## config.mk

```make
export PLATFORM = sky130hd
export DESIGN_NAME = q2e_cordic_cell
export DESIGN_NICKNAME = d
export VERILOG_FILES = /design/src/q2e_pkg.sv /design/src/q2e_cordic_cell.sv
export SDC_FILE = /design/constraint.sdc
export NUM_CORES = 1
export LEC_CHECK = 0
export BUFFER_PORTS_ARGS = -buffer_cell sky130_fd_sc_hd__buf_2
export CORE_MARGIN = 2
export CORE_UTILIZATION = 45
export CTS_CLUSTER_SIZE = 10
export DETAILED_ROUTE_END_ITERATION = 10
export HOLD_SLACK_MARGIN = 0.15
export PLACE_DENSITY_LB_ADDON = 0.1
export SLEW_MARGIN = 20
export SYNTH_ARGS = -nofsm -noshare
export SYNTH_HDL_FRONTEND = slang
export SYNTH_SLANG_ARGS = --single-unit
```

## constraint.sdc

```tcl
create_clock -name clk -period 4.85 [get_ports clk]
set_input_delay 0.2425 -clock clk [delete_from_list [all_inputs] [get_ports clk]]
set_output_delay 0.2425 -clock clk [all_outputs]
set_load 0.005 [all_outputs]
```

## src/q2e_pkg.sv

```systemverilog
// Shared constants, CORDIC angle table and pipeline sideband types for quaternion_to_euler.
package q2e_pkg;

    localparam int QUAT_WIDTH_DEF  = 16;
    localparam int ANGLE_WIDTH_DEF = 16;

    // datapath widths: Q28 vectors with CORDIC growth, Q30 angle accumulator, root radicand
    localparam int DW           = 38;
    localparam int ZW           = 36;
    localparam int SQ_W         = 58;
    localparam int SQ_STEPS     = 29;
    localparam int CORDIC_STEPS = 30;

    localparam longint ONE_Q28     = 64'sd268435456;
    localparam longint PI_Q30      = 64'sd3373259426;
    localparam longint HALF_PI_Q30 = 64'sd1686629713;

    // round(atan(2^-i) * 2^30)
    function automatic longint atan_q30(input int i);
        longint t;
        unique case (i)
            0:       t = 843314857;
            1:       t = 497837829;
            2:       t = 263043837;
            3:       t = 133525159;
            4:       t = 67021687;
            5:       t = 33543516;
            6:       t = 16775851;
            7:       t = 8388437;
            8:       t = 4194283;
            9:       t = 2097149;
            default: t = longint'(64'sd1 <<< (30 - i));
        endcase
        return t;
    endfunction

    // vectors and asin argument riding along the root chain
    typedef struct packed {
        logic signed [DW-1:0] y0;
        logic signed [DW-1:0] x0;
        logic signed [DW-1:0] y1;
        logic signed [DW-1:0] x1;
        logic signed [DW-1:0] s;
        logic                 clamped;
    } side_t;

    // flags riding along the CORDIC chains
    typedef struct packed {
        logic [2:0] zero;
        logic       clamped;
    } flag_t;

endpackage

```

## src/q2e_cordic_cell.sv

```systemverilog
// One vectoring micro-rotation cell of a CORDIC atan2 chain.
module q2e_cordic_cell #(
    parameter int STEP = 0
) (
    input  logic                            clk,
    input  logic                            en,
    input  logic signed [q2e_pkg::DW-1:0]   x_in,
    input  logic signed [q2e_pkg::DW-1:0]   y_in,
    input  logic signed [q2e_pkg::ZW-1:0]   z_in,
    output logic signed [q2e_pkg::DW-1:0]   x_out,
    output logic signed [q2e_pkg::DW-1:0]   y_out,
    output logic signed [q2e_pkg::ZW-1:0]   z_out
);

    localparam logic signed [q2e_pkg::ZW-1:0] T =
        q2e_pkg::ZW'(q2e_pkg::atan_q30(STEP));

    logic signed [q2e_pkg::DW-1:0] x_reg, y_reg, x_next, y_next, dx, dy;
    logic signed [q2e_pkg::ZW-1:0] z_reg, z_next;

    // rotate toward the x axis
    always_comb
    begin
        dx = y_in >>> STEP;
        dy = x_in >>> STEP;
        if (!y_in[q2e_pkg::DW-1])
        begin
            x_next = x_in + dx;
            y_next = y_in - dy;
            z_next = z_in + T;
        end
        else
        begin
            x_next = x_in - dx;
            y_next = y_in + dy;
            z_next = z_in - T;
        end
    end

    always_ff @(posedge clk)
    begin
        if (en)
        begin
            x_reg <= x_next;
            y_reg <= y_next;
            z_reg <= z_next;
        end
    end

    assign x_out = x_reg;
    assign y_out = y_reg;
    assign z_out = z_reg;

endmodule
```

* Word level (Yosys, flattened, before mapping) *
Cells that the tools add are included.
Widths: inputs -> output; s select.

operators by class
  multiplexer cells = 3
  multipliers = 0
  div/mod/pow operators = 0
  add/sub/neg operators = 5
  reduce and logical (&&, ||, !) cells = 0
  shifts and indexed selects = 0
  eq/ne operators = 0
  magnitude comparators = 0
  bitwise logic cells = 0

operators by type and width
  cell                    count
  $mux 38                 2
  $sub 38x38->38          2
  $add 38x38->38          1
  $add 36x31->36 const B  1
  $mux 36                 1
  $sub 36x31->36 const B  1

word-level totals
  register bits = 112
  word-level logic and storage cells = 11
  bits of input ports = 114
  memory bits (writable) = 0
  memories kept = 0
  memory bits (read-only) = 0
  bits in latches = 0

* Depth between registers and ports, before layout *
  word-level depth = 2
  depth in mapped cells = 14
  mapped depth without buffers = 12

* Worst setup path after synthesis *
Ideal clock, no wire load.

  path kind = input to register
  from = input y_in[37] (netlist name)
  to = register z_reg, in the netlist z_out[33] (data pin)
  stages on the path = 13
  data arrival time = 3.289 ns
  path slack = 1.299 ns
  cell sequence = inv_1 -> clkbuf_1 -> clkbuf_1 -> ha_1 -> nand2_1 -> o21ai_0 -> o21a_1 -> a21bo_2 -> a41oi_1 -> o31ai_1 -> a311oi_1 -> a21oi_1 -> xor2_1

on the way
  longest elaborated chain between the ends = 1

ends and longest elaborated chain
  element                    line                   source
  from (decl)                q2e_cordic_cell.sv:8   input logic signed [q2e_pkg::DW-1:0] y_in,
  $mux 36                    q2e_cordic_cell.sv:26  if (!y_in[q2e_pkg::DW-1])
  named net z_next, one bit  q2e_cordic_cell.sv:19  logic signed [q2e_pkg::ZW-1:0] z_reg, z_next;
  to (signal assigned)       q2e_cordic_cell.sv:46  z_reg <= z_next;
  to (decl)                  q2e_cordic_cell.sv:19

The timed path passes the listed nets, and every way through them passes these cells.
A chain may end at the register's enable or synchronous reset.

* Worst setup path after layout *
  from = input y_in[37] (netlist name)
  to = register z_reg, in the netlist z_out[35] (data pin)

Same word-level chain as after synthesis.

==> summary.txt <==
Clock network
  • Hold buffer count at CTS: 0
  • Root Buffer Master: clkbuf_16
  • Maximum buffer depth of the clock tree: 2
  • Clock-pin slew reported for the worst setup and hold paths after clock tree synthesis: 80 ps
  • Number of gates resized after cts: 0
  • Number of buffers inserted by post-CTS setup repair: 0
  • Clock tree from TritonCTS: built
  • CTS H-Tree Depth: 3
  • TritonCTS Buffers: 9
  • Clk sinks: 111

Timing
  • Number of hold violations in the final report: 0
  • Slew @ Worst Pin: 924 ps
  • Maximum clock frequency: 0.285 GHz
  • Final worst-path cycle share: 72.4%
  • Headroom to the max-slew limit: 38.4%
  • Final count of negative-setup-slack endpoints: 0
  • Minimum period implied by the final worst setup slack: 3510 ps
  • RSZ-0062 raised after global routing: false
  • Number of max-slew violations in the final report: 0
  • Setup tns final: 0 ps

Flow run
  • Max Cap Viol: 0

Final layout
  • Final net count: 1830
  • Commonest non-fill, non-tap cells in the layout: 223 x buf_2, 177 x a21oi_1, 145 x ha_1, 115 x inv_1, 113 x nor2_1
  • Final std cells w/o fill: 1906
  • Inserted Diodes: 0
  • Area grow syn2layout: 13.5%
  • Leading cell type in the layout, fill and taps excluded: buf_2
  • Count of filler cells inserted in the layout: 2573
  • Fraction of final layout cells sized beyond drive strength 1: 18.3%

Worst setup path
  • Startpoint class of the critical path: input port
  • Arrival time at the worst endpoint: 3720 ps
  • Required time at the worst-slack endpoint: 5060 ps
  • Category of the most critical setup path: input port to flop
  • Worst setup EP type: flop
  • Crit-path max FO: 54

Logic synthesis
  • Number of enable-type register cells in the synthesized netlist: 111
  • Fraction of registers with async set or reset after synthesis: 0%
  • Gate count after technology mapping: 1388
  • Avg Cell Area, Syn: 8.51 µm²
  • Total nets after synthesis: 1651
  • Sequential area share after synthesis: 28.2%
  • Number of distinct standard cells referenced by the synthesized netlist: 81
  • Post-synthesis instance area: 11800 µm²
  • Number of storage elements in the synthesis netlist: 111
  • Most common flop cell mapped by yosys: edfxtp_1
  • Yosys warnings: 0

Power
  • Fraction of power spent switching nets: 37.1%
  • IR Drop Worst-Case VDD: 0.000134 V
  • Portion of total power attributed to the clock network: 21.2%
  • Pwr dens: 263 nW/µm²
  • Internal power component: 2.22 mW
  • Power share of the sequential group: 37.4%
  • Net Sw Power: 1.31 mW
  • Power share of the combinational group: 41.4%
  • Lkg Pwr: 6.11 nW

Placed design
  • IO Port Bufs: 225
  • Number of placed cells counting well taps: 1891
  • Final weighted congestion in routability-driven placement: 0.946
  • Placed wire-length estimate after detailed placement: 28500 µm

Floorplan
  • Vertical die dimension: 166 µm
  • Placeable core region: 25900 µm²
  • Die Width: 166 µm
  • Boundary pin count: 226
  • Effective utilization at floorplan: 45.6%
  • Std-Cell Rows: 59
  • DIE AREA: 27500 µm²

Global routing
  • Grt total ovfl: 0
  • GRT Total Usage: 25.4%
  • Pin count of the biggest net entering global routing: 70
  • Initial antenna violation count: 0
  • Number of global-route vias before repair: 10600
  • Global-route wire length before repair: 57000 µm

Drt
  • First-pass DRT Iterations: 7
  • Number of design-rule violations left by the first detailed-router iteration: 945
  • Routed Antenna Nets: 0
  • Final routed wirelength across all metal layers: 36100 µm
  • Via density: 5.86
  • Total number of vias: 11200
  • Routed len/inst: 18.9 µm
  • Drc violations: 0

Outcome
  • Run status: complete, no violations

Hold path
  • Worst hold path class: input port to flop
power by group through the flow:
stage / logic (mW) / clock network [mW] / registers [mW]
floorplan: 0.901 / 0 / 1.36
global placement: 1.44 / 0 / 1.34
detailed placement: 1.44 / 0 / 1.34
CTS: 1.45 / 0.777 / 1.32
global route: 1.60 / 0.802 / 1.34
finish: 1.46 / 0.749 / 1.32
cells in the mapped netlist, types with 6 or more instances:
library cell	number	share of area, %
o221ai_1	8	0.59
a21boi_0	10	0.64
clkbuf_1	40	1.3
mux2i_1	12	1.0
buf_2	13	0.55
a211oi_1	19	1.2
o211ai_1	9	0.57
a21o_1	60	3.8
o31ai_1	16	1.0
xnor2_1	79	5.9
ha_1	145	15
nand4_1	13	0.69
and3_1	13	0.69
inv_1	116	3.7
nor2b_1	12	0.64
o21bai_1	22	1.4
o21ai_0	85	3.6
nor2_1	113	3.6
o21a_1	6	0.38
nor3_1	30	1.3
xor2_1	27	2.0
a31oi_1	13	0.69
nand2_1	73	2.3
nand2b_1	21	1.1
or3_1	6	0.32
or2_2	9	0.48
a21oi_1	177	7.5
nor4_1	8	0.42
edfxtp_1	111	28
nand3_1	21	0.89
through the flow:
stage | setup slack [ps] | power [mW] | hold slack [ps] | area, µm² | util, %
final | 1340 | 3.53 | 198 | 13400 | 51.7
after global routing | 988 | 3.74 | 194 | 13400 | 51.7
after CTS | 1340 | 3.55 | 187 | 13400 | 51.7
after detailed placement | 962 | 2.78 | 576 | 13100 | 50.6
after global placement | 990 | 2.78 | 571 | 13100 | 50.6
after floorplan | 1300 | 2.26 | 355 | 11800 | -
worst max-delay path: stages:
cell and delay, ps:
buf_4 510, inv_2 360, ha_1 450, nand2_1 60, o21ai_0 200, o21a_1 180, a21bo_2 200, a41oi_1 240
o31ai_1 600, a31oi_1 250, o211a_1 260, nor3_1 160
final cells by class:
type	instances	area, µm²	area share, %
clock buffer	9	225	1.68
sequential	111	3330	24.9
timing repair buffer	230	1170	8.72
tap	335	419	3.13
clock inverter	6	55.1	0.411
inverter	121	454	3.39
multi-input combinational	1094	7750	57.8
worst paths after layout:
path	from	to	slack, ps	cells after the start
min	z_in[0]	z_out[0]$_DFFE_PP_	200	2
max	y_in[37]	z_out[35]$_DFFE_PP_	1340	12
routing by layer:
| metal | wire (µm) | GRT usage [%] |
|---|---|---|
| met5 | 0 | 0 |
| met4 | 968 | 8.17 |
| met3 | 2280 | 3.07 |
| met2 | 16300 | 40.1 |
| met1 | 16500 | 36.2 |
sequential cells by signal (all words and copies together), names as in the netlist:
| register | count |
|---|---|
| z_out | 36 |
| x_out | 38 |
| y_out | 37 |
cells by family (layout without fill, tap and decap cells):
family	after synthesis	after routing	synth area share, %
AO/OA/AOI/OAI	489	489	26.9
AND/OR/NAND/NOR	337	337	13.7
buffers and inverters	183	366	6.15
adder cells (fa/ha/maj)	149	149	16.0
flip-flops	111	111	28.2
XOR/XNOR	106	106	7.86
multiplexers	13	13	1.11
Power figures use the tool's default switching activity.
