## src/q2e_pkg.sv

```systemverilog
// Shared constants, CORDIC angle table and pipeline sideband types for quaternion_to_euler.
package q2e_pkg;

    localparam int QUAT_WIDTH_DEF  = 16;
    localparam int ANGLE_WIDTH_DEF = 16;

    // datapath widths: Q28 vectors with CORDIC growth, Q30 angle accumulator, root radicand
    localparam int DW           = 38;
    localparam int ZW           = 36;
    localparam int SQ_W         = 58;
    localparam int SQ_STEPS     = 29;
    localparam int CORDIC_STEPS = 30;

    localparam longint ONE_Q28     = 64'sd268435456;
    localparam longint PI_Q30      = 64'sd3373259426;
    localparam longint HALF_PI_Q30 = 64'sd1686629713;

    // round(atan(2^-i) * 2^30)
    function automatic longint atan_q30(input int i);
        longint t;
        unique case (i)
            0:       t = 843314857;
            1:       t = 497837829;
            2:       t = 263043837;
            3:       t = 133525159;
            4:       t = 67021687;
            5:       t = 33543516;
            6:       t = 16775851;
            7:       t = 8388437;
            8:       t = 4194283;
            9:       t = 2097149;
            default: t = longint'(64'sd1 <<< (30 - i));
        endcase
        return t;
    endfunction

    // vectors and asin argument riding along the root chain
    typedef struct packed {
        logic signed [DW-1:0] y0;
        logic signed [DW-1:0] x0;
        logic signed [DW-1:0] y1;
        logic signed [DW-1:0] x1;
        logic signed [DW-1:0] s;
        logic                 clamped;
    } side_t;

    // flags riding along the CORDIC chains
    typedef struct packed {
        logic [2:0] zero;
        logic       clamped;
    } flag_t;

endpackage

```

## src/q2e_sqrt_cell.sv

```systemverilog
// One digit cell of the pipelined integer square root.
module q2e_sqrt_cell #(
    parameter int STEP = 0
) (
    input  logic                       clk,
    input  logic                       en,
    input  logic [q2e_pkg::SQ_W-1:0]   v_in,
    input  logic [q2e_pkg::SQ_W-1:0]   r_in,
    output logic [q2e_pkg::SQ_W-1:0]   v_out,
    output logic [q2e_pkg::SQ_W-1:0]   r_out
);

    localparam logic [q2e_pkg::SQ_W-1:0] BIT =
        q2e_pkg::SQ_W'(1) << (2 * (q2e_pkg::SQ_STEPS - 1 - STEP));

    logic [q2e_pkg::SQ_W-1:0] v_reg, r_reg, v_next, r_next, trial;

    // restoring digit step
    always_comb
    begin
        trial = r_in + BIT;
        if (v_in >= trial)
        begin
            v_next = v_in - trial;
            r_next = (r_in >> 1) + BIT;
        end
        else
        begin
            v_next = v_in;
            r_next = r_in >> 1;
        end
    end

    always_ff @(posedge clk)
    begin
        if (en)
        begin
            v_reg <= v_next;
            r_reg <= r_next;
        end
    end

    assign v_out = v_reg;
    assign r_out = r_reg;

endmodule

```

## config.mk

```make
export PLATFORM = sky130hd
export DESIGN_NAME = q2e_sqrt_cell
export DESIGN_NICKNAME = d
export VERILOG_FILES = /design/src/q2e_pkg.sv /design/src/q2e_sqrt_cell.sv
export SDC_FILE = /design/constraint.sdc
export NUM_CORES = 1
export LEC_CHECK = 0
export BUFFER_PORTS_ARGS = -buffer_cell sky130_fd_sc_hd__buf_2
export CORE_MARGIN = 4
export CORE_UTILIZATION = 48
export CTS_CLUSTER_DIAMETER = 60
export CTS_CLUSTER_SIZE = 14
export DETAILED_ROUTE_END_ITERATION = 12
export GPL_TIMING_DRIVEN = 0
export PLACE_DENSITY = 0.87
export SLEW_MARGIN = 20
export SYNTH_ARGS = -nofsm -noshare
export SYNTH_HDL_FRONTEND = slang
export SYNTH_SLANG_ARGS = --single-unit
```

## constraint.sdc

```tcl
create_clock -name clk -period 3.69 [get_ports clk]
set_clock_uncertainty 0.1 [all_clocks]
set_input_delay 0.5535 -clock clk [delete_from_list [all_inputs] [get_ports clk]]
set_output_delay 0.5535 -clock clk [all_outputs]
set_load 0.03 [all_outputs]
```

# [Yosys cells after proc, flatten, opt, wreduce, memory -nomap -nowiden]
# Index checks and enable logic that the tools add are counted.
# Widths: inputs -> output; s select.
[word_totals] register_bits=116 latch_bits=0 ramBits=0 rom_bits=0 out_inout_bits=116 word_cells=9 memories=0
[op_classes] addsub=3 n_mul=0 n_div=0 order_cmp=1 eq_ne=0 n_shift=0 muxes=2 n_bitwise=0 reduce_logical=0
[op_table] operator="$add 57x57->58 const B" count=1
[op_table] operator="$add 58x57->58 const B" count=1
[op_table] operator="$ge 58x58->1" count=1
[op_table] operator="$mux 58" count=1
[op_table] operator="$sub 58x58->58" count=1
[op_table] operator="$mux 57" count=1

# [Depth between registers and ports, before layout]
[logic_depth] depth_word=3 mapped_depth=14 mapped_depth_nobuf=13

# [Worst setup path before layout]
# OpenSTA, ideal clock, no wires.
[synth_timing] path_kind="input port to flip-flop" start="input v_in[0] in the netlist's numbering" end="register v_reg, in the netlist v_out[10], data pin" setup_ns=0.260 arrival_time_ns=3.366 t_required_ns=3.330 path_slack_ns=-0.037 cell_stages=14 path_buffers=1 path_cell_list="inv_1 -> ha_1 -> inv_1 -> fa_1 -> a21o_1 -> a221o_1 -> a22oi_2 -> a211oi_2 -> o21ai_2 -> a21oi_4 -> a311oi_4 -> o21ai_4 -> buf_6 -> mux2_4"
[synth_via] elab_chain_len=2 elab_cells_between_ends=3
[synth_lines] element="start, declared" line="q2e_sqrt_cell.sv:7" text="input logic [q2e_pkg::SQ_W-1:0] v_in,"
[synth_lines] element="$sub 58x58->58 or $ge 58x58->1 (tied branches)" line="q2e_sqrt_cell.sv:24, q2e_sqrt_cell.sv:22"
[synth_lines] element="$mux 58 (*)" line="q2e_sqrt_cell.sv:22" text="if (v_in >= trial)"
[synth_lines] element="via v_next, one bit" line="q2e_sqrt_cell.sv:16" text="logic [q2e_pkg::SQ_W-1:0] v_reg, r_reg, v_next, r_next, trial;"
[synth_lines] element="end signal, assigned" line="q2e_sqrt_cell.sv:38" text="v_reg <= v_next;"
[synth_lines] element="end, declared" line="q2e_sqrt_cell.sv:16"
# The timed path passes the listed nets; every way through them passes the cells marked *.
# A chain may end at the register's enable or synchronous reset.

# [Worst setup path after layout]
[layout_timing] start="input v_in[0] in the netlist's numbering" end="register v_reg, in the netlist v_out[48], data pin"
# The elaborated chain is that of the path after synthesis.

==> qor.csv <==
metric,value,unit
site_rows,47,
timing.setup.critical_path_class,in -> reg,
vias,7373,
synth_most_common_cell,sky130_fd_sc_hd__edfxtp_1,
grt_setup_unrepaired,no,
synthFlopType,sky130_fd_sc_hd__edfxtp_1,
clock_sinks,116,
routed_via_density,5.711,
ir_worst_vdd,0.3374,mV
cp_max_fo,4,
seq_total_area_yosys,42.16,%
period_needed,3622,ps
static-leakage-power,0.004809,uW
final.fill_count,1387,
hold_slack,214.0,ps
multi_input_gate_area,4370,um2
initial_utilization,49.48,%
cts_root_buffer,sky130_fd_sc_hd__clkbuf_16,
run_status,completed,
floorplan.die.width,139.2,um
wire_per_inst,18.44,um
gp_routability_congestion,0.8995,
synth.top_cell.area_share,42.16,%
port_buffers,233,
place_hpwl,17.84,mm
gr-usage-all-layers,23.91,%
layout_setup_ws,67.62,ps
report.final.slew_viol_count,0,
finalCritPeriodShare,98.17,%
yosysWarnings,0,
setup.worst_path.start_class,input port,
pre_cts_ws,-682.1,ps
grt_max_degree,89,
seqCellArea,3483,um2
htree_num_levels,4,
synth.ff_latch_count,116,
die_area,19380,um2
final_layout_size_suffix_gt1_share,32.49,%
finalSetupViolations,0,
asyncSetResetFlopFracSynth,0,%
die_y,139.2,um
drc,0,
wirelength,23.80,mm
dpl_cells,1240,
synth.cells.most_frequent,"116 x sky130_fd_sc_hd__edfxtp_1, 73 x sky130_fd_sc_hd__inv_1, 66 x sky130_fd_sc_hd__a21oi_1, 58 x sky130_fd_sc_hd__ha_1, 37 x sky130_fd_sc_hd__mux2_4",
numCtsBuffers,17,
maxCapViolations,0,
worst-slew-pin-transition,667.8,ps
grt_first_pass_wirelength,37.18,mm
clk_slew_on_worst_s_h_paths,50,ps
worstHoldStart,r_in[46],
syn_avg_cell_area,10.51,um2
coreArea,16700,um2
power_density,478.6,nW/um2
grt_pass1_vias,7268,
synthTopCellsByArea,"sky130_fd_sc_hd__edfxtp_1 42%, sky130_fd_sc_hd__ha_1 8.8%, sky130_fd_sc_hd__mux2_4 6.7%",
synth_enable_flop_cells,116,
holdCritPathClass,in -> reg,
cts_tree,done,
firstDrtPassIters,5,
report.final.hold_viol_count,0,
synthToLayoutAreaGrowth,27.73,%
grt_antenna_before_repair,3,
cts_buffer_depth,2,
ios,234,
synthesis.nets,963,
critPathLaunch,v_in[0],
required,3780,ps
globalRoute.totalOverflow,0,
endpoint_kind,flop,
nets,1233,
synth_cells,786,
timing.critical_path.arrival,3720,ps
synth_area,8263,um2
setup_tns,0,ps
synthDistinctLibCells,64,
slew_limit_headroom,55.48,%
route.antenna.remaining_nets,0,
drc_violation_total_after_the_first_tritonroute_iteration,669,
clock.fmax,276.1,MHz
synthDominantAreaCellType,sky130_fd_sc_hd__edfxtp_1,
final_cells,1291,
[cells in the final DEF, fill, tap and decap left out, types with 5 or more instances in the layout]
master                      netlist  routed
sky130_fd_sc_hd__or3_1            5       5
sky130_fd_sc_hd__clkbuf_1        30      31
sky130_fd_sc_hd__inv_1           73      72
sky130_fd_sc_hd__and2_1           8       8
sky130_fd_sc_hd__ha_1            58      57
sky130_fd_sc_hd__o31ai_1          7       7
sky130_fd_sc_hd__nor2b_1          6       6
sky130_fd_sc_hd__and3_1           9       9
sky130_fd_sc_hd__edfxtp_1       116     116
sky130_fd_sc_hd__mux2_4          37      37
sky130_fd_sc_hd__o21ai_0         33      32
sky130_fd_sc_hd__mux2_2          10      10
sky130_fd_sc_hd__and4_1           5       5
sky130_fd_sc_hd__a31oi_1          9       9
sky130_fd_sc_hd__xor2_1          14      14
sky130_fd_sc_hd__o21a_1          15      14
sky130_fd_sc_hd__nand3_1         16      16
sky130_fd_sc_hd__o211ai_1        17      17
sky130_fd_sc_hd__nor3_1          21      21
sky130_fd_sc_hd__xnor2_1         30      30
sky130_fd_sc_hd__buf_2            0     232
sky130_fd_sc_hd__buf_6            4       6
sky130_fd_sc_hd__a21o_1          35      35
sky130_fd_sc_hd__nand2_1         33      33
sky130_fd_sc_hd__a211oi_1        10       9
sky130_fd_sc_hd__mux2i_1          5       5
sky130_fd_sc_hd__buf_4            1      13
sky130_fd_sc_hd__nand4_1         16      16
sky130_fd_sc_hd__a21oi_1         66      66
sky130_fd_sc_hd__nor2_1          31      31
sky130_fd_sc_hd__clkbuf_16        0      17
sky130_fd_sc_hd__o21bai_1        12      12
sky130_fd_sc_hd__nand2b_1         7       7
[repair_timing]
action | CTS | global route
endpoints found under the setup margin | 60 | 52
hold buffers | 0 | 0
gates cloned | 0 | 0
gates resized for setup | 14 | 3
pin swaps | 8 | 6
setup buffers | 16 | 1
[stage by stage]
stage	util (%)	instance area, um2	total power (uW)
CTS	63.01	10520	5030
global placement	58.11	9704	3228
global route	63.18	10550	5238
finish	63.19	10550	5051
detailed placement	58.31	9738	3261
floorplan	-	8263	2820
[kinds of logic after synthesis]
family / count (synthesis) / share of synthesized area, %
compound gates: 236 / 19.41
xor+xnor: 44 / 4.664
fa+ha+maj: 59 / 9.025
buf+inv: 108 / 5.315
flops: 116 / 42.16
mux: 52 / 8.692
simple gates: 171 / 10.74
[flip-flops by register name, summed over array words and instances, names as in the netlist]
register / count
r_out: 58
v_out: 58
[critical path: stages]
cell and delay [ps]:
sky130_fd_sc_hd__buf_2 110, sky130_fd_sc_hd__inv_2 50, sky130_fd_sc_hd__ha_2 160, sky130_fd_sc_hd__inv_1 50
sky130_fd_sc_hd__fa_2 340, sky130_fd_sc_hd__a21o_1 190, sky130_fd_sc_hd__a221o_1 340, sky130_fd_sc_hd__a22oi_2 280
sky130_fd_sc_hd__a211oi_2 150, sky130_fd_sc_hd__o21ai_2 220, sky130_fd_sc_hd__buf_4 150, sky130_fd_sc_hd__a21oi_1 90
sky130_fd_sc_hd__a41oi_2 230, sky130_fd_sc_hd__mux2_2 370, sky130_fd_sc_hd__o41ai_1 440
[report_power, final]
| part | leakage [uW] | internal (uW) | switching (uW) |
|---|---|---|---|
| Combinational | 0.00339 | 647 | 1000 |
| Clock | 0.000289 | 1110 | 609 |
| Sequential | 0.00113 | 1650 | 33.2 |
| Total | 0.00481 | 3410 | 1640 |
[metal layers]
layer	routed length [um]	track usage [%]	vias to the layer above
li1	-	-	3500
met1	9756	30.28	3417
met2	11100	38.89	390
met3	2058	5.586	64
met4	885	11.12	2
met5	7	0	-
[final cells by class]
class                      count  share of cell area (%)
multi-input combinational    562                   41.41
sequential                   116                   33.01
timing repair buffer         251                   12.92
clock buffer                  19                   4.102
tap                          220                   2.608
inverter                      73                   2.596
buffer                        35                   1.743
clock inverter                12                   1.541
antenna                        3                 0.07113
[worst paths after layout]
| check | cells after the start | to | slack [ps] |
|---|---|---|---|
| worst max-delay path | 15 | v_out[48]$_DFFE_PP_ | 70 |
| worst min-delay path | 1 | r_out[45]$_DFFE_PP_ | 210 |
(Power assumes the default switching activity.)
